[src/rtl/mts_pkg.sv]
// ----------------------------------------------------------------------------
// mts_pkg
// Shared constants and types for the min tracking stack.
// ----------------------------------------------------------------------------
`default_nettype none

package mts_pkg;

  localparam int unsigned ValueW = 16;
  localparam int unsigned EntryW = 18;
  localparam int unsigned OpW    = 2;
  localparam int unsigned StatW  = 2;

  localparam logic [OpW-1:0] OP_PUSH = 2'd0;
  localparam logic [OpW-1:0] OP_POP  = 2'd1;
  localparam logic [OpW-1:0] OP_MIN  = 2'd2;

  localparam logic [StatW-1:0] ST_OK    = 2'd0;
  localparam logic [StatW-1:0] ST_EMPTY = 2'd1;
  localparam logic [StatW-1:0] ST_FULL  = 2'd2;

  typedef struct packed {
    logic [ValueW-1:0] value;
    logic [StatW-1:0]  status;
  } result_t;

endpackage

`default_nettype wire

[src/rtl/mts_store.sv]
// ----------------------------------------------------------------------------
// mts_store
// Entry memory: one write port, one read port, registered read data.
// ----------------------------------------------------------------------------
`default_nettype none

module mts_store #(
  parameter int unsigned Depth = 64,
  parameter int unsigned AddrW = 6
) (
  input  wire logic                             clk_i,
  input  wire logic                             wr_en_i,
  input  wire logic [AddrW-1:0]                 wr_addr_i,
  input  wire logic signed [mts_pkg::EntryW-1:0] wr_data_i,
  input  wire logic                             rd_en_i,
  input  wire logic [AddrW-1:0]                 rd_addr_i,
  output logic signed [mts_pkg::EntryW-1:0]     rd_data_o
);

  logic signed [mts_pkg::EntryW-1:0] mem [Depth];
  logic signed [mts_pkg::EntryW-1:0] rd_data_q;

  always_ff @(posedge clk_i) begin
    if (wr_en_i) begin
      mem[wr_addr_i] <= wr_data_i;
    end
  end

  always_ff @(posedge clk_i) begin
    if (rd_en_i) begin
      rd_data_q <= mem[rd_addr_i];
    end
  end

  assign rd_data_o = rd_data_q;

endmodule

`default_nettype wire

[src/rtl/min_tracking_stack_top.sv]
// ----------------------------------------------------------------------------
// min_tracking_stack_top
// LIFO stack of 16-bit values that reports its running minimum.
// ----------------------------------------------------------------------------
// Usage:
//   Input channel: in_valid_i / in_stall_o with opcode_i and push_value_i.
//   Opcodes: push, pop, read minimum; opcode three is a no-op.
//   Output channel: out_valid_o / out_stall_i with result_value_o, status_o.
//   Every input transaction yields exactly one output transaction.
//   Push, read minimum and no-op: result registered at the accepting edge,
//   one transaction per cycle unless a result waits under out_stall_i.
//   Pop: the top entry is read from the synchronous entry memory, which
//   registers its read data, and decoded in the next cycle.
//   A pop holds off the next transaction until its result is registered.
//   Values below the minimum are stored encoded as 2*value-min; the
//   minimum register restores on pop.
//   Reset empties the stack and drops any pending output transaction; the
//   memory is not cleared, its entries are only read below the fill count.
//   While a result waits under out_stall_i, in_stall_o stays high.
// ----------------------------------------------------------------------------
`default_nettype none

module min_tracking_stack_top #(
  parameter int unsigned STACK_DEPTH = 64
) (
  input  wire logic                        clk_i,
  input  wire logic                        rst_ni,
  input  wire logic                        in_valid_i,
  output logic                             in_stall_o,
  input  wire logic [mts_pkg::OpW-1:0]     opcode_i,
  input  wire logic [mts_pkg::ValueW-1:0]  push_value_i,
  output logic                             out_valid_o,
  input  wire logic                        out_stall_i,
  output logic [mts_pkg::ValueW-1:0]       result_value_o,
  output logic [mts_pkg::StatW-1:0]        status_o
);

  localparam int unsigned AddrW  = $clog2(STACK_DEPTH);
  localparam int unsigned CountW = $clog2(STACK_DEPTH + 1);
  localparam int unsigned VW     = mts_pkg::ValueW;
  localparam int unsigned EW     = mts_pkg::EntryW;

  localparam logic S_IDLE = 1'b0;
  localparam logic S_READ = 1'b1;

  logic                 state_q, state_d;
  logic [CountW-1:0]    count_q, count_d;
  logic [VW-1:0]        min_q, min_d;
  logic                 out_valid_q, out_valid_d;
  mts_pkg::result_t     res_q, res_d;

  logic                 out_free;
  logic                 accept;
  logic                 empty;
  logic                 full;
  logic                 wr_en;
  logic                 rd_en;
  logic [AddrW-1:0]     wr_addr;
  logic [AddrW-1:0]     rd_addr;
  logic signed [EW-1:0] wr_data;
  logic signed [EW-1:0] rd_data;
  logic signed [EW-1:0] min_ext;
  logic signed [EW-1:0] enc_val;
  logic [EW-1:0]        restore;

  assign out_free = !out_valid_q || !out_stall_i;
  assign accept   = in_valid_i && !in_stall_o;
  assign empty    = (count_q == '0);
  assign full     = (count_q == CountW'(STACK_DEPTH));

  assign in_stall_o = (state_q != S_IDLE) || !out_free;

  assign min_ext = $signed({2'b00, min_q});
  assign enc_val = $signed({1'b0, push_value_i, 1'b0}) - min_ext;
  assign restore = {1'b0, min_q, 1'b0} - rd_data;

  assign wr_addr = count_q[AddrW-1:0];
  assign rd_addr = AddrW'(count_q - CountW'(1));
  assign rd_en   = accept && (opcode_i == mts_pkg::OP_POP) && !empty;

  always_comb begin
    state_d     = state_q;
    count_d     = count_q;
    min_d       = min_q;
    out_valid_d = out_valid_q && out_stall_i;
    res_d       = res_q;
    wr_en       = 1'b0;
    wr_data     = $signed({2'b00, push_value_i});

    unique case (state_q)
      S_IDLE: begin
        if (accept) begin
          res_d.value  = '0;
          res_d.status = mts_pkg::ST_OK;
          out_valid_d  = 1'b1;
          unique case (opcode_i)
            mts_pkg::OP_PUSH: begin
              if (full) begin
                res_d.status = mts_pkg::ST_FULL;
              end else begin
                wr_en   = 1'b1;
                count_d = count_q + CountW'(1);
                if (empty) begin
                  min_d = push_value_i;
                end else if (push_value_i < min_q) begin
                  wr_data = enc_val;
                  min_d   = push_value_i;
                end
              end
            end
            mts_pkg::OP_POP: begin
              if (empty) begin
                res_d.status = mts_pkg::ST_EMPTY;
              end else begin
                out_valid_d = 1'b0;
                count_d     = count_q - CountW'(1);
                state_d     = S_READ;
              end
            end
            mts_pkg::OP_MIN: begin
              if (empty) begin
                res_d.status = mts_pkg::ST_EMPTY;
              end else begin
                res_d.value = min_q;
              end
            end
            default: begin
            end
          endcase
        end
      end
      S_READ: begin
        out_valid_d  = 1'b1;
        res_d.status = mts_pkg::ST_OK;
        if (rd_data < min_ext) begin
          res_d.value = min_q;
          min_d       = restore[VW-1:0];
        end else begin
          res_d.value = rd_data[VW-1:0];
        end
        state_d = S_IDLE;
      end
      default: begin
        state_d = S_IDLE;
      end
    endcase
  end

  always_ff @(posedge clk_i or negedge rst_ni) begin
    if (!rst_ni) begin
      state_q     <= S_IDLE;
      count_q     <= '0;
      min_q       <= '0;
      out_valid_q <= 1'b0;
    end else begin
      state_q     <= state_d;
      count_q     <= count_d;
      min_q       <= min_d;
      out_valid_q <= out_valid_d;
    end
  end

  always_ff @(posedge clk_i) begin
    res_q <= res_d;
  end

  mts_store #(
    .Depth (STACK_DEPTH),
    .AddrW (AddrW)
  ) u_store (
    .clk_i     (clk_i),
    .wr_en_i   (wr_en),
    .wr_addr_i (wr_addr),
    .wr_data_i (wr_data),
    .rd_en_i   (rd_en),
    .rd_addr_i (rd_addr),
    .rd_data_o (rd_data)
  );

  assign out_valid_o    = out_valid_q;
  assign result_value_o = res_q.value;
  assign status_o       = res_q.status;

endmodule

`default_nettype wire

[config.mk]
export PLATFORM = sky130hd
export DESIGN_NAME = min_tracking_stack_top
export DESIGN_NICKNAME = d
export VERILOG_FILES = /design/src/rtl/mts_pkg.sv /design/src/rtl/mts_store.sv /design/src/rtl/min_tracking_stack_top.sv
export SDC_FILE = /design/constraint.sdc
export NUM_CORES = 1
export LEC_CHECK = 0
export BUFFER_PORTS_ARGS = -buffer_cell sky130_fd_sc_hd__buf_2
export CORE_MARGIN = 2
export CORE_UTILIZATION = 45
export DETAILED_ROUTE_END_ITERATION = 8
export HOLD_SLACK_MARGIN = 0.15
export PLACE_DENSITY_LB_ADDON = 0.2
export SYNTH_ARGS = -nofsm -noshare
export SYNTH_HDL_FRONTEND = slang
export SYNTH_SLANG_ARGS = --single-unit
[constraint.sdc]
create_clock -name clk_i -period 16.1 [get_ports clk_i]
set_clock_uncertainty 0.05 [all_clocks]
set_input_delay 1.61 -clock clk_i [delete_from_list [all_inputs] [get_ports clk_i]]
set_output_delay 1.61 -clock clk_i [all_outputs]
set_load 0.01 [all_outputs]
Word level (Yosys, flattened, before mapping)
Memories as Yosys holds them, arrays and structs flattened. A register that Yosys moved wholly into a read port is not among the register bits.
Cells that the tools add are included.
- output and inout port bits: 20
- RAM bits: 1152
- memories kept: 1
- bits in registers: 43
- word-level logic and storage cells: 79
- input bits: 22
- memories (name ; words ; width ; read ports ; clocked after Yosys merged registers in ; write ports ; line ; text):
    u_store.mem ; 64 ; 18 ; 1 ; 1 ; 1 ; mts_store.sv:20 ; logic signed [mts_pkg::EntryW-1:0] mem [Depth];
- $lt $le $gt $ge: 2
- reduce and logical (&&, ||, !) cells: 17
- add/sub/neg operators: 4
- equality and inequality tests: 10
- mux-type cells: 38
- bitwise gates (word level): 1
- operators by type and width (cell ; count):
    two-way mux 16 bit ; 9
    two-way mux 18 bit ; 7
    case mux 18 bit (2 select lines) ; 1
    case mux 16 bit (2 select lines) ; 1
    less-than comparator 18 x 17 -> 1 bit ; 1
    subtractor 17 x 16 -> 18 bit ; 1
    less-than comparator 16 bit ; 1
    subtractor 16 bit ; 1
    two-way mux 7 bit ; 2
    case mux 7 bit (2 select lines) ; 1
    two-way mux 1 bit ; 13
    AND reduction 5 bit ; 2
    != test 2 bit, second input constant ; 4
    adder 7 x 1 -> 7 bit, second input constant ; 1
    equality test 7 bit, second input constant ; 1
    logical NOT 7 bit ; 1
    subtractor 7 x 1 -> 7 bit, second input constant ; 1
    logical NOT 1 bit ; 5
    logical AND 1 bit ; 4
    != test 2 x 1 -> 1 bit, second input constant ; 2
    case mux 1 bit (2 select lines) ; 2
    case mux 2 bit (2 select lines) ; 1
    != test 3 bit, second input constant ; 1
    equality test 2 x 1 -> 1 bit, second input constant ; 1
    other kinds (7) ; 8

Depth between registers and ports, before layout
Gate-level depths: netlist of run 1.
- word-level depth: 10
- depth in mapped cells: 12

Hierarchy
From an unflattened synthesis of run 1, not the netlist that was laid out.
- cell total of the unflattened synthesis: 2553
- area total of the unflattened synthesis: 49890.3 um^2
- modules (own cells, without submodules) (module ; area an instance (um^2) ; cells each ; instances):
    mts_store ; 44801.7 ; 1957 ; 1
    min_tracking_stack_top ; 5088.6 ; 596 ; 1

Worst setup path after synthesis of run 1
Ideal clock, no wire load.
- kind: input to register
- from: input port push_value_i[9] (netlist name)
- to: memory u_store.mem[0][17] (netlist name) (data pin)
- path buffers: 1
- library setup time: 0.915 ns
- cell stages on the path: 9
- data required time: 15.135 ns
- setup slack: 8.344 ns
- arrival time: 6.791 ns
- cell sequence: ha_1 -> a21oi_1 -> nor2b_1 -> o21ai_0 -> nand4_1 -> o31a_1 -> nor2_4 -> buf_2 -> nor4b_1
- word-level cells in the longest chain between the ends: 7
- RTL lines (item ; line ; text):
    from (decl) ; min_tracking_stack_top.sv:31 ; input wire logic [mts_pkg::ValueW-1:0] push_value_i,
    subtractor 17 x 16 -> 18 bit / less-than comparator 16 bit (equally long branches) ; min_tracking_stack_top.sv:74, min_tracking_stack_top.sv:105 ;
    two-way mux 18 bit (*) ; min_tracking_stack_top.sv:105 ; end else if (push_value_i < min_q) begin
    two-way mux 18 bit (*) ; min_tracking_stack_top.sv:103 ; if (empty) begin
    two-way mux 18 bit (*) ; min_tracking_stack_top.sv:98 ; if (full) begin
    two-way mux 18 bit (*) ; min_tracking_stack_top.sv:96 ; unique case (opcode_i)
    two-way mux 18 bit (*) ; min_tracking_stack_top.sv:92 ; if (accept) begin
    two-way mux 18 bit (*) ; min_tracking_stack_top.sv:90 ; unique case (state_q)
    net u_store.wr_data_i, one bit ; mts_store.sv:14 ; input wire logic signed [mts_pkg::EntryW-1:0] wr_data_i,
    to (decl) ; mts_store.sv:20 ;
Mark *: on every way through the listed nets, which the timed path passes. The rest lies on a longest branch.

Worst setup path after layout of run 1
- from: register count_q[0]
- to: register u_store.rd_data_q, in the netlist u_store.rd_data_o[17], read port of u_store.mem (data pin)
- word-level cells in the longest chain between the ends: 3
- RTL lines (item ; line ; text):
    from (decl) ; min_tracking_stack_top.sv:47 ; logic [CountW-1:0] count_q, count_d;
    from (signal assigned) ; min_tracking_stack_top.sv:157 ; count_q <= count_d;
    branches (longest 3 deep; another with subtractor 7 x 1 -> 7 bit) ; -- ;
    to (decl) ; mts_store.sv:21 ; logic signed [mts_pkg::EntryW-1:0] rd_data_q;
Parallel ways; which one is timed is not known.
A chain may end at the register's enable or synchronous reset.

==> metrics.cfg, run 1 <==
[run_status]
status=finished clean

[global_route]
grt_antenna_before_repair=0
maximum_number_of_pins_on_one_net_before_global_route_repair=113
grt_pass1_wl_um=175000
gr-usage-all-layers=0.220
grt_remaining_overflow=0
grt_pass1_vias=23997

[clocking]
post_cts_hold_buffer_count=0
cts_root_buffer=sky130_fd_sc_hd__clkbuf_16
number_of_resized_instances_in_the_post_cts_repair_step=0
clock_latency_ns=0.71
cts_buffers=118
clock-sinks=1213
cts.clk_slew.worst_paths_ns=0.06
postCtsSetupRepairBufs=0
cts_tree=yes
cts_max_path_buffers=3
ctsHtreeMaxLevel=3

[power]
p_sw_w=0.00355
p_int_w=0.00698
ir_drop_mv=0.270
switching_share=0.337
power_frac_seq=0.362
power_leakage_nw=17.3
clockPowerShare=0.248
power-per-cell-area_nw_per_um2=191
combPwrFrac=0.391

[setup_path]
required_time_at_the_endpoint_of_the_critical_path_ns=16.48
r2r_start=count_q[0]
timing.reg2reg.setup_slack_ns=10.98
r2r_cells=6
timing.critical_path.to_type=register
worst_ep_arrival_time_ns=5.51
regToRegEndpoint=u_store.rd_data_o[17]
critical_path_launch_point_type=register
criticalPathCategory=register to register
worst-path-max-fanout=72

[yosys]
ys_ff_latch=1213
synth.area.top_cells=sky130_fd_sc_hd__edfxtp_1 73%, sky130_fd_sc_hd__mux4_2 17%, sky130_fd_sc_hd__ha_1 1.7%
synth_enable_flop_cells=1188
async_reset_ff_frac=0.0206
dominant_synthesized_flop_cell=sky130_fd_sc_hd__edfxtp_1
synth_top_area_share=0.729
post_synth_instance_area_um2=49000
synth_cell_types=63
syn_avg_cell_area_um2=21.9
yosys_warnings=0
cell_count_after_synthesis=2232
ys_seq_area_frac=0.741
netlist.top_cell.by_area=sky130_fd_sc_hd__edfxtp_1
synth_fp_nets=2322

[placement]
globalplace.congestion=0.840
placement.io_buffers=41
dpl-instance-area_um2=51300
place.detailed.hpwl_um=67600

[detailed_routing]
remaining_drc_errors=0
vias=23470
drtAntennaViolNets=0
drt-pass1-iter-count=7
dr.first_iter.drc_count=2770
vias_per_cell=6.09
totalWireLength_um=121000
drt-wirelength-per-cell_um=31.5

[die]
core_region_area_um2=108000
die-width_um=334
die_area_um2=111000
start_util=0.452
fp-row-count=121
top_level_ports=42
die_height_um=334

[sta]
max_clock_freq_ghz=0.195
final-max-slew-violation-count=0
totalNegativeSetupSlack_ns=0
timing.final.setup_violations=0
grt_setup_unrepaired=false
finalHoldViolations=0
layout_min_cycle_time_ns=5.12
period_share=0.318
timing_worst_slew_pin_value_ns=1.39
relSlewSlack=0.0743

[flow_run]
maxCapViolations=0

[final_layout]
layout-drive-gt1-share=0.304
design_area_final_um2=55000
insertedDiodeCount=0
layout-area-overhead-vs-synth_pct=12.2
finalNetCount=2438

[hold_path]
worst_hold_startpoint=state_q
holdCritPathClass=register to register
hold_depth=2
worst_hold_path.endpoint=out_valid_o

==> worst max-delay path, cell delays in order (launching register included) <==
cell and delay, ns:
sky130_fd_sc_hd__dfrtp_4 0.83, sky130_fd_sc_hd__inv_2 0.22, sky130_fd_sc_hd__ha_4 1.11, sky130_fd_sc_hd__buf_4 0.96
sky130_fd_sc_hd__mux4_2 0.44, sky130_fd_sc_hd__mux4_2 0.59, sky130_fd_sc_hd__mux4_2 0.51
==> worst max path at each step <==
stage	slack (ns)	endpoint	from	cells past startpoint
after floorplan	8.34	u_store.mem[0][17]	push_value_i[9]	9
after global placement	10.97	u_store.rd_data_o[17]	count_q[0]	6
after detailed placement	10.93	u_store.mem[20][10]	opcode_i[0]	10
after CTS	10.94	u_store.rd_data_o[17]	count_q[0]	6
after global routing	10.81	u_store.rd_data_o[17]	count_q[0]	6
final	10.98	u_store.rd_data_o[17]	count_q[0]	6
==> synth_stat cells, types with 3 or more instances <==
cell type                     n
sky130_fd_sc_hd__edfxtp_1  1188
sky130_fd_sc_hd__mux4_2     378
sky130_fd_sc_hd__nor2_1      97
sky130_fd_sc_hd__ha_1        66
sky130_fd_sc_hd__clkbuf_1    58
sky130_fd_sc_hd__a21oi_1     42
sky130_fd_sc_hd__inv_1       39
sky130_fd_sc_hd__nand2_1     32
sky130_fd_sc_hd__buf_2       31
sky130_fd_sc_hd__o21ai_0     30
sky130_fd_sc_hd__dfrtp_1     25
sky130_fd_sc_hd__mux2i_1     19
sky130_fd_sc_hd__mux2_2      18
sky130_fd_sc_hd__xnor2_1     17
sky130_fd_sc_hd__a22o_1      16
sky130_fd_sc_hd__nand3_1     16
sky130_fd_sc_hd__nand4_1     12
sky130_fd_sc_hd__xor2_1      12
sky130_fd_sc_hd__nor2b_1     11
sky130_fd_sc_hd__nor3_1      11
sky130_fd_sc_hd__a21o_1       9
sky130_fd_sc_hd__buf_1        9
sky130_fd_sc_hd__o21a_1       8
sky130_fd_sc_hd__or3_1        7
sky130_fd_sc_hd__a31oi_1      5
sky130_fd_sc_hd__o31a_1       5
sky130_fd_sc_hd__a211oi_1     4
sky130_fd_sc_hd__nand2b_1     4
sky130_fd_sc_hd__o211ai_1     4
sky130_fd_sc_hd__o31ai_1      4
sky130_fd_sc_hd__a221o_1      3
sky130_fd_sc_hd__buf_4        3
sky130_fd_sc_hd__nand3b_1     3
sky130_fd_sc_hd__nand4b_1     3
sky130_fd_sc_hd__o211a_1      3
==> per-stage QoR <==
step	worst slack (ns)	power, W	hold slack [ns]	util	cells
after floorplan	8.34	0.00657	0.454	-	2232
after global placement	10.97	0.00797	0.456	0.474	3642
after detailed placement	10.93	0.00802	0.462	0.474	3642
after CTS	10.94	0.0106	0.471	0.507	3857
after global routing	10.81	0.0109	0.514	0.507	3857
final	10.98	0.0105	0.475	0.507	3857
==> sequential cells by signal, indices dropped and copies added (netlist names) <==
register           count
result_value_o        16
count_q                7
state_q                1
min_q                 16
u_store.mem         1152
status_o               2
out_valid_o            1
u_store.rd_data_o     18
==> cell type report <==
| cell class | instances | area, um^2 |
|---|---|---|
| flip-flops and latches | 1213 | 36300 |
| fillers | 8501 | 53400 |
| repair buffers | 99 | 653 |
| clock buffers | 160 | 3180 |
| well taps | 1414 | 1770 |
| inverters | 40 | 150 |
| clock inverters | 55 | 439 |
| multi-input cells | 876 | 12500 |
==> power by group through the flow <==
| stage | Combinational, W | Clock (W) | Sequential (W) |
|---|---|---|---|
| 6_report | 0.00411 | 0.00261 | 0.00380 |
| 5_1_grt | 0.00433 | 0.00277 | 0.00381 |
| 4_1_cts | 0.00417 | 0.00266 | 0.00380 |
| 3_5_place_dp | 0.00415 | 0 | 0.00387 |
| 3_3_place_gp | 0.00411 | 0 | 0.00386 |
| 2_1_floorplan | 0.00278 | 0 | 0.00379 |
==> cell usage in the layout, fill, tap and decap left out, types with 17 or more instances in the layout <==
master / instances
sky130_fd_sc_hd__edfxtp_1: 1188
sky130_fd_sc_hd__mux4_2: 378
sky130_fd_sc_hd__clkbuf_16: 119
sky130_fd_sc_hd__ha_1: 65
sky130_fd_sc_hd__buf_4: 57
sky130_fd_sc_hd__a21oi_1: 42
sky130_fd_sc_hd__buf_2: 41
sky130_fd_sc_hd__inv_1: 39
sky130_fd_sc_hd__clkbuf_1: 36
sky130_fd_sc_hd__nor2_2: 35
sky130_fd_sc_hd__nor2_1: 33
sky130_fd_sc_hd__nand2_1: 32
sky130_fd_sc_hd__o21ai_0: 30
sky130_fd_sc_hd__nor2_4: 30
sky130_fd_sc_hd__dfrtp_1: 24
sky130_fd_sc_hd__clkinv_2: 21
sky130_fd_sc_hd__mux2i_1: 17
sky130_fd_sc_hd__clkinv_1: 17
==> layer usage <==
metal | share of wire | global-route usage | vias up
met5 | 0 | 0 | -
met4 | 0.026 | 0.0640 | 0
met3 | 0.060 | 0.0327 | 160
met2 | 0.50 | 0.368 | 805
met1 | 0.41 | 0.303 | 12817
li1 | - | - | 9688
==> cell families (layout without fill, tap and decap cells) <==
logic type / Yosys count / count (layout) / share of synthesized area
flip-flops: 1213 / 1213 / 0.741
multiplexers: 416 / 416 / 0.182
AND/OR/NAND/NOR: 211 / 211 / 0.0203
AO/OA/AOI/OAI: 150 / 150 / 0.0204
buffers and inverters: 143 / 354 / 0.0123
adder cells (fa/ha/maj): 68 / 68 / 0.0177
XOR/XNOR: 31 / 31 / 0.00585
No activity file was read; power rests on OpenSTA's default activity.
==> run 2: changes to the inputs <==
==> constraint.sdc (replaced) <==
create_clock -name clk_i -period 5 [get_ports clk_i]
set_clock_uncertainty 0.05 [all_clocks]
set_input_delay 0.5 -clock clk_i [delete_from_list [all_inputs] [get_ports clk_i]]
set_output_delay 0.5 -clock clk_i [all_outputs]
set_load 0.01 [all_outputs]
==> metrics.cfg, run 2 (synthesized netlist as in run 1, its figures left out) <==
[run_status]
status=finished clean  ; unchanged

[setup_path]
worst-path-max-fanout=64  ; was 72
worst_ep_arrival_time_ns=4.30  ; was 5.51 ns
required_time_at_the_endpoint_of_the_critical_path_ns=5.23  ; was 16.48 ns
regToRegEndpoint=u_store.mem[19][8]  ; was u_store.rd_data_o[17]
r2r_cells=7  ; was 6
criticalPathCategory=register to register  ; unchanged
timing.critical_path.to_type=register  ; unchanged
critical_path_launch_point_type=register  ; unchanged
timing.reg2reg.setup_slack_ns=0.92  ; was 10.98 ns
r2r_start=count_q[2]  ; was count_q[0]

[final_layout]
final_cells=3919  ; was 3857
finalNetCount=2491  ; was 2438
number_of_flip_flops_under_the_largest_register_name=1152  ; unchanged
layout-area-overhead-vs-synth_pct=13.8  ; was 12.2%
regMostFlops=u_store.mem  ; unchanged
layout_commonest_cell=sky130_fd_sc_hd__edfxtp_1  ; unchanged
layout_common_cells=1188 x sky130_fd_sc_hd__edfxtp_1, 378 x sky130_fd_sc_hd__mux4_2, 119 x sky130_fd_sc_hd__clkbuf_16  ; unchanged
design_area_final_um2=55700  ; was 55000 um^2
layout-drive-gt1-share=0.317  ; was 0.304

[placement]
preCtsSetupSlack_ns=0.946  ; was 10.93 ns
dpl-instance-area_um2=51700  ; was 51300 um^2
place.detailed.hpwl_um=68600  ; was 67600 um
placement.io_buffers=41  ; unchanged
globalplace.congestion=0.866  ; was 0.840
dpl.cell_count=3681  ; was 3642

[sta]
totalNegativeSetupSlack_ns=0  ; unchanged
period_share=0.815  ; was 0.318
final-max-slew-violation-count=0  ; unchanged
finalHoldViolations=0  ; unchanged
timing.final.setup_violations=0  ; unchanged
postLayoutSetupSlackWorst_ns=0.925  ; was 10.98 ns
grt_setup_unrepaired=false  ; unchanged
timing_worst_slew_pin_value_ns=1.32  ; was 1.39 ns
max_clock_freq_ghz=0.245  ; was 0.195 GHz
relSlewSlack=0.120  ; was 0.0743
post_route_worst_hold_slack_ns=0.236  ; was 0.475 ns
layout_min_cycle_time_ns=4.08  ; was 5.12 ns

[die]
fp-row-count=121  ; unchanged
die-width_um=334  ; unchanged
die_height_um=334  ; unchanged
start_util=0.452  ; unchanged
top_level_ports=42  ; unchanged
core_region_area_um2=108000  ; unchanged
die_area_um2=111000  ; unchanged

[power]
ir_drop_mv=0.756  ; was 0.270 mV
power-per-cell-area_nw_per_um2=614  ; was 191 nW/um^2
power_leakage_nw=17.8  ; was 17.3 nW

[detailed_routing]
drt-wirelength-per-cell_um=31.1  ; was 31.5 um
vias=23613  ; was 23470
remaining_drc_errors=0  ; unchanged
drtAntennaViolNets=0  ; unchanged
drt-pass1-iter-count=5  ; was 7
totalWireLength_um=122000  ; was 121000 um
dr.first_iter.drc_count=2740  ; was 2770
vias_per_cell=6.03  ; was 6.09

[clocking]
cts_tree=yes  ; unchanged
clock_latency_ns=0.71  ; about the same
cts_root_buffer=sky130_fd_sc_hd__clkbuf_16  ; unchanged
cts.clk_slew.worst_paths_ns=0.07  ; was 0.06 ns
ctsHtreeMaxLevel=3  ; unchanged
cts_max_path_buffers=3  ; unchanged
number_of_resized_instances_in_the_post_cts_repair_step=0  ; unchanged
cts_buffers=118  ; unchanged
clock-sinks=1213  ; unchanged

[global_route]
gr_met2_demand_resource=0.367  ; was 0.368
grt_remaining_overflow=0  ; unchanged
grt_pass1_vias=24033  ; was 23997
maximum_number_of_pins_on_one_net_before_global_route_repair=120  ; was 113
gr-usage-all-layers=0.220  ; about the same
globalRoute.busiestLayer=met2  ; unchanged
grt_antenna_before_repair=2  ; was 0
globalRouteMet1Util=0.306  ; was 0.303
grt_pass1_wl_um=174000  ; was 175000 um
global_route.usage.met3=0.0348  ; was 0.0327

[hold_path]
holdCritPathClass=input port to register  ; was register to register
worst_hold_path.endpoint=min_q[7]  ; was out_valid_o
hold_depth=4  ; was 2
worst_hold_startpoint=push_value_i[7]  ; was state_q

[flow_run]
maxCapViolations=0  ; unchanged

## run 2: changes by cell type in the layout (fill, tap and decap cells not counted), sizes merged, moves of 4 or more
cell and change:
buf +39, clkinvlp +5, dlygate4sd3 +14, diode +4, clkbuf -19, clkinv +9, bufinv +11
## run 2: worst max-delay path, cell delays in order, from the launching register on
cell	delay [ns]
sky130_fd_sc_hd__dfrtp_1	0.75
sky130_fd_sc_hd__nor4_1	0.24
sky130_fd_sc_hd__a31oi_1	0.21
sky130_fd_sc_hd__buf_4	0.22
sky130_fd_sc_hd__nand4_1	0.13
sky130_fd_sc_hd__o31a_1	0.34
sky130_fd_sc_hd__nor2_4	0.50
sky130_fd_sc_hd__mux2_2	1.17
## run 2: worst max path at each step
stage	slack, ns	end	from
after CTS	0.98	u_store.mem[16][8]	count_q[2]
after detailed placement	0.95	u_store.mem[16][8]	opcode_i[0]
after global placement	1.08	u_store.mem[26][8]	opcode_i[0]
final	0.92	u_store.mem[19][8]	count_q[2]
after floorplan	0.11	u_store.mem[0][14]	count_q[0]
after global routing	0.64	u_store.mem[16][8]	count_q[2]
## run 2: repair_timing
item,in CTS,in global routing
setup buffers,0,0
setup endpoints to repair,0,0
hold endpoints to repair,37,0
hold buffers,14,0
## run 2: final cells by class
cell class | instances | area (um^2)
inverter | 40 | 150
multi-input combinational | 876 | 12400
sequential | 1213 | 36300
tap | 1414 | 1770
timing repair buffer | 152 | 1220
fill | 8372 | 52700
antenna | 4 | 10.0
clock buffer | 141 | 3060
clock inverter | 79 | 852
## run 2: stage by stage
stage                     total power, W   util
after floorplan                   0.0212      -
after global placement            0.0256  0.477
after detailed placement          0.0257  0.477
after CTS                         0.0346  0.514
after global routing              0.0355  0.514
final                             0.0342  0.514
## run 2: report_power, final
group          total, W  leakage [nW]  switching [W]  internal, W
sequential       0.0121          11.0       0.000283       0.0119
combinational    0.0131          4.83        0.00704      0.00606
clock           0.00894          1.89        0.00379      0.00515
## run 2: per-layer routing
layer  wire [um]  vias up
li1            -     9803
met4        2360        0
met2       61300      869
met3        8190      120
met5           0        -
met1       49900    12821
==> run 3: changes to the inputs <==
==> constraint.sdc (replaced) <==
create_clock -name clk_i -period 3.4 [get_ports clk_i]
set_clock_uncertainty 0.05 [all_clocks]
set_input_delay 0.34 -clock clk_i [delete_from_list [all_inputs] [get_ports clk_i]]
set_output_delay 0.34 -clock clk_i [all_outputs]
set_load 0.01 [all_outputs]
==> metrics.cfg, run 3 (synthesized netlist as in run 1, its figures left out) <==
[die]
top_level_ports=42  ; unchanged
die-width_um=334  ; unchanged
core_region_area_um2=108000  ; unchanged
die_area_um2=111000  ; unchanged
fp-row-count=121  ; unchanged
die_height_um=334  ; unchanged
start_util=0.452  ; unchanged

[global_route]
grt_remaining_overflow=0  ; unchanged
globalRoute.busiestLayer=met2  ; unchanged
grt_antenna_before_repair=3  ; was 2
gr_met2_demand_resource=0.366  ; was 0.367
maximum_number_of_pins_on_one_net_before_global_route_repair=65  ; was 120
grt_pass1_vias=24420  ; was 24033
globalRouteMet1Util=0.309  ; was 0.306
gr-usage-all-layers=0.222  ; was 0.220
grt_pass1_wl_um=176000  ; was 174000 um
global_route.usage.met3=0.0320  ; was 0.0348

[flow_run]
maxCapViolations=0  ; unchanged

[clocking]
cts_max_path_buffers=3  ; unchanged
clock-sinks=1213  ; unchanged
clock_latency_ns=0.71  ; about the same
cts_buffers=119  ; was 118
cts_tree=yes  ; unchanged
cts_root_buffer=sky130_fd_sc_hd__clkbuf_16  ; unchanged
cts.clk_slew.worst_paths_ns=0.06  ; was 0.07 ns
ctsHtreeMaxLevel=3  ; unchanged
postCtsSetupRepairBufs=0  ; unchanged

[power]
power_leakage_nw=18.2  ; was 17.8 nW
ir_drop_mv=1.14  ; was 0.756 mV
power-per-cell-area_nw_per_um2=909  ; was 614 nW/um^2

[sta]
postLayoutSetupSlackWorst_ns=0.197  ; was 0.925 ns
grt_setup_unrepaired=false  ; unchanged
timing.final.setup_violations=0  ; unchanged
timing_worst_slew_pin_value_ns=1.38  ; was 1.32 ns
max_clock_freq_ghz=0.312  ; was 0.245 GHz
layout_min_cycle_time_ns=3.20  ; was 4.08 ns
final-max-slew-violation-count=0  ; unchanged
finalHoldViolations=0  ; unchanged
relSlewSlack=0.0757  ; was 0.120
period_share=0.942  ; was 0.815

[run_status]
status=finished clean  ; unchanged

[final_layout]
layout-drive-gt1-share=0.330  ; was 0.317
multi_input_comb_area_um2=12400  ; about the same
regMostFlops=u_store.mem  ; unchanged
layout_common_cells=1188 x sky130_fd_sc_hd__edfxtp_1, 378 x sky130_fd_sc_hd__mux4_2, 119 x sky130_fd_sc_hd__clkbuf_16  ; unchanged
finalNetCount=2554  ; was 2491
number_of_flip_flops_under_the_largest_register_name=1152  ; unchanged
final-seq-area_um2=36300  ; unchanged
fillCellCount=8367  ; was 8372
layout-area-overhead-vs-synth_pct=15.5  ; was 13.8%
layout_commonest_cell=sky130_fd_sc_hd__edfxtp_1  ; unchanged
finish.utilization=0.522  ; was 0.514

[placement]
globalplace.congestion=0.851  ; was 0.866
placement.io_buffers=41  ; unchanged
preCtsSetupSlack_ns=0.181  ; was 0.946 ns
place.detailed.hpwl_um=72100  ; was 68600 um

[hold_path]
holdCritPathClass=input port to register  ; unchanged
worst_hold_startpoint=opcode_i[0]  ; was push_value_i[7]

[detailed_routing]
totalWireLength_um=123000  ; was 122000 um
remaining_drc_errors=0  ; unchanged
drt-wirelength-per-cell_um=30.9  ; was 31.1 um
vias_per_cell=6.02  ; was 6.03
vias=24023  ; was 23613
dr.first_iter.drc_count=2524  ; was 2740
drt-pass1-iter-count=5  ; unchanged
drtAntennaViolNets=0  ; unchanged

[setup_path]
r2r_start=min_q[0]  ; was count_q[2]
required_time_at_the_endpoint_of_the_critical_path_ns=3.76  ; was 5.23 ns
timing.critical_path.cells=inv_1 -> fa_1 -> a211oi_1 -> o21bai_1 -> a21oi_1 -> o21ba_2 -> o21bai_1 -> xor2_1 -> mux2_2 -> buf_12  ; was nor4_1 -> a31oi_1 -> buf_4 -> nand4_1 -> o31a_1 -> nor2_4 -> mux2_2
buf_inv_stages_crit_path=2  ; was 1
critPathMaxStageDelay_ns=0.46  ; was 1.17 ns
criticalPathCategory=register to register  ; unchanged
worst_ep_arrival_time_ns=3.57  ; was 4.30 ns
cp-startpoint=min_q[0]  ; was count_q[2]
worst-path-max-fanout=64  ; unchanged
timing.critical_path.to_type=register  ; unchanged
critical_path_launch_point_type=register  ; unchanged
cp_common_cell=sky130_fd_sc_hd__o21bai_1
worst_path_max_delay_cell=sky130_fd_sc_hd__fa_1  ; was sky130_fd_sc_hd__mux2_2
cp_top_family=compound AO/OA/AOI/OAI gates  ; was multiplexers

[run 3: cell count changes in the layout (fill, tap and decap cells not counted), moves of 3 or more]
cell                            before  now
sky130_fd_sc_hd__clkinvlp_4          9    6
sky130_fd_sc_hd__clkinv_2           22   28
sky130_fd_sc_hd__bufinv_16          15    9
sky130_fd_sc_hd__buf_12             12   52
sky130_fd_sc_hd__inv_6               1    6
sky130_fd_sc_hd__nor2_2             60   64
sky130_fd_sc_hd__buf_4              85   99
sky130_fd_sc_hd__clkinv_4            4    0
sky130_fd_sc_hd__dlygate4sd3_1      14   22
sky130_fd_sc_hd__nor2_4              5    1
sky130_fd_sc_hd__clkinv_1           23   33
[run 3: timing repair]
action / CTS / global route
gates resized for setup: 0 / 0
hold buffers: 22 / 0
hold endpoints to repair: 43 / 0
[run 3: path summary, 6_finish.rpt]
path / cells after the start / endpoint / slack (ns)
setup / recovery: 10 / u_store.mem[25][12] / 0.20
hold / removal: 4 / status_o[0] / 0.22
setup reg to reg: 10 / u_store.mem[25][12] / 0.20
hold reg to reg: 1 / min_q[15] / 0.50
max in group asynchronous: 4 / out_valid_o / 1.39
min in group asynchronous: 3 / min_q[15] / 0.65
[run 3: where the power goes]
group | internal (W) | switching (W) | leakage, nW
logic | 0.00975 | 0.0113 | 5.31
clock network | 0.00711 | 0.00551 | 1.83
registers | 0.0174 | 0.000327 | 11.0
total | 0.0343 | 0.0171 | 18.2
[run 3: tightest hold or removal path, stage by stage]
cell	delay, ns
sky130_fd_sc_hd__buf_2	0.11
sky130_fd_sc_hd__ha_1	0.15
sky130_fd_sc_hd__nor2_1	0.04
sky130_fd_sc_hd__and3_1	0.16
[run 3: layout make-up]
cell class,instances,area share
timing repair buffer,214,0.0391
clock inverter,84,0.0119
clock buffer,141,0.0541
tap,1414,0.0313
inverter,40,0.00279
antenna,6,0.000266
sequential,1213,0.642
multi-input combinational,876,0.219
[run 3: per-stage QoR]
| step | instance area (um^2) | instances | hold WS [ns] | power [W] | TNS, ns |
|---|---|---|---|---|---|
| 2_1_floorplan | 49100 | 2232 | -0.00559 | 0.0313 | -37.24 |
| 3_3_place_gp | 52600 | 3735 | 0.362 | 0.0391 | 0 |
| 3_5_place_dp | 52600 | 3735 | 0.369 | 0.0393 | 0 |
| 4_1_cts | 56500 | 3982 | 0.176 | 0.0519 | 0 |
| 5_1_grt | 56500 | 3982 | 0.237 | 0.0533 | 0 |
| 6_report | 56600 | 3988 | 0.220 | 0.0514 | 0 |
[run 3: layer usage]
metal	up-vias	wire, um
li1	9939	-
met1	13089	51100
met2	828	60900
met3	167	7450
met4	0	3670
met5	-	0
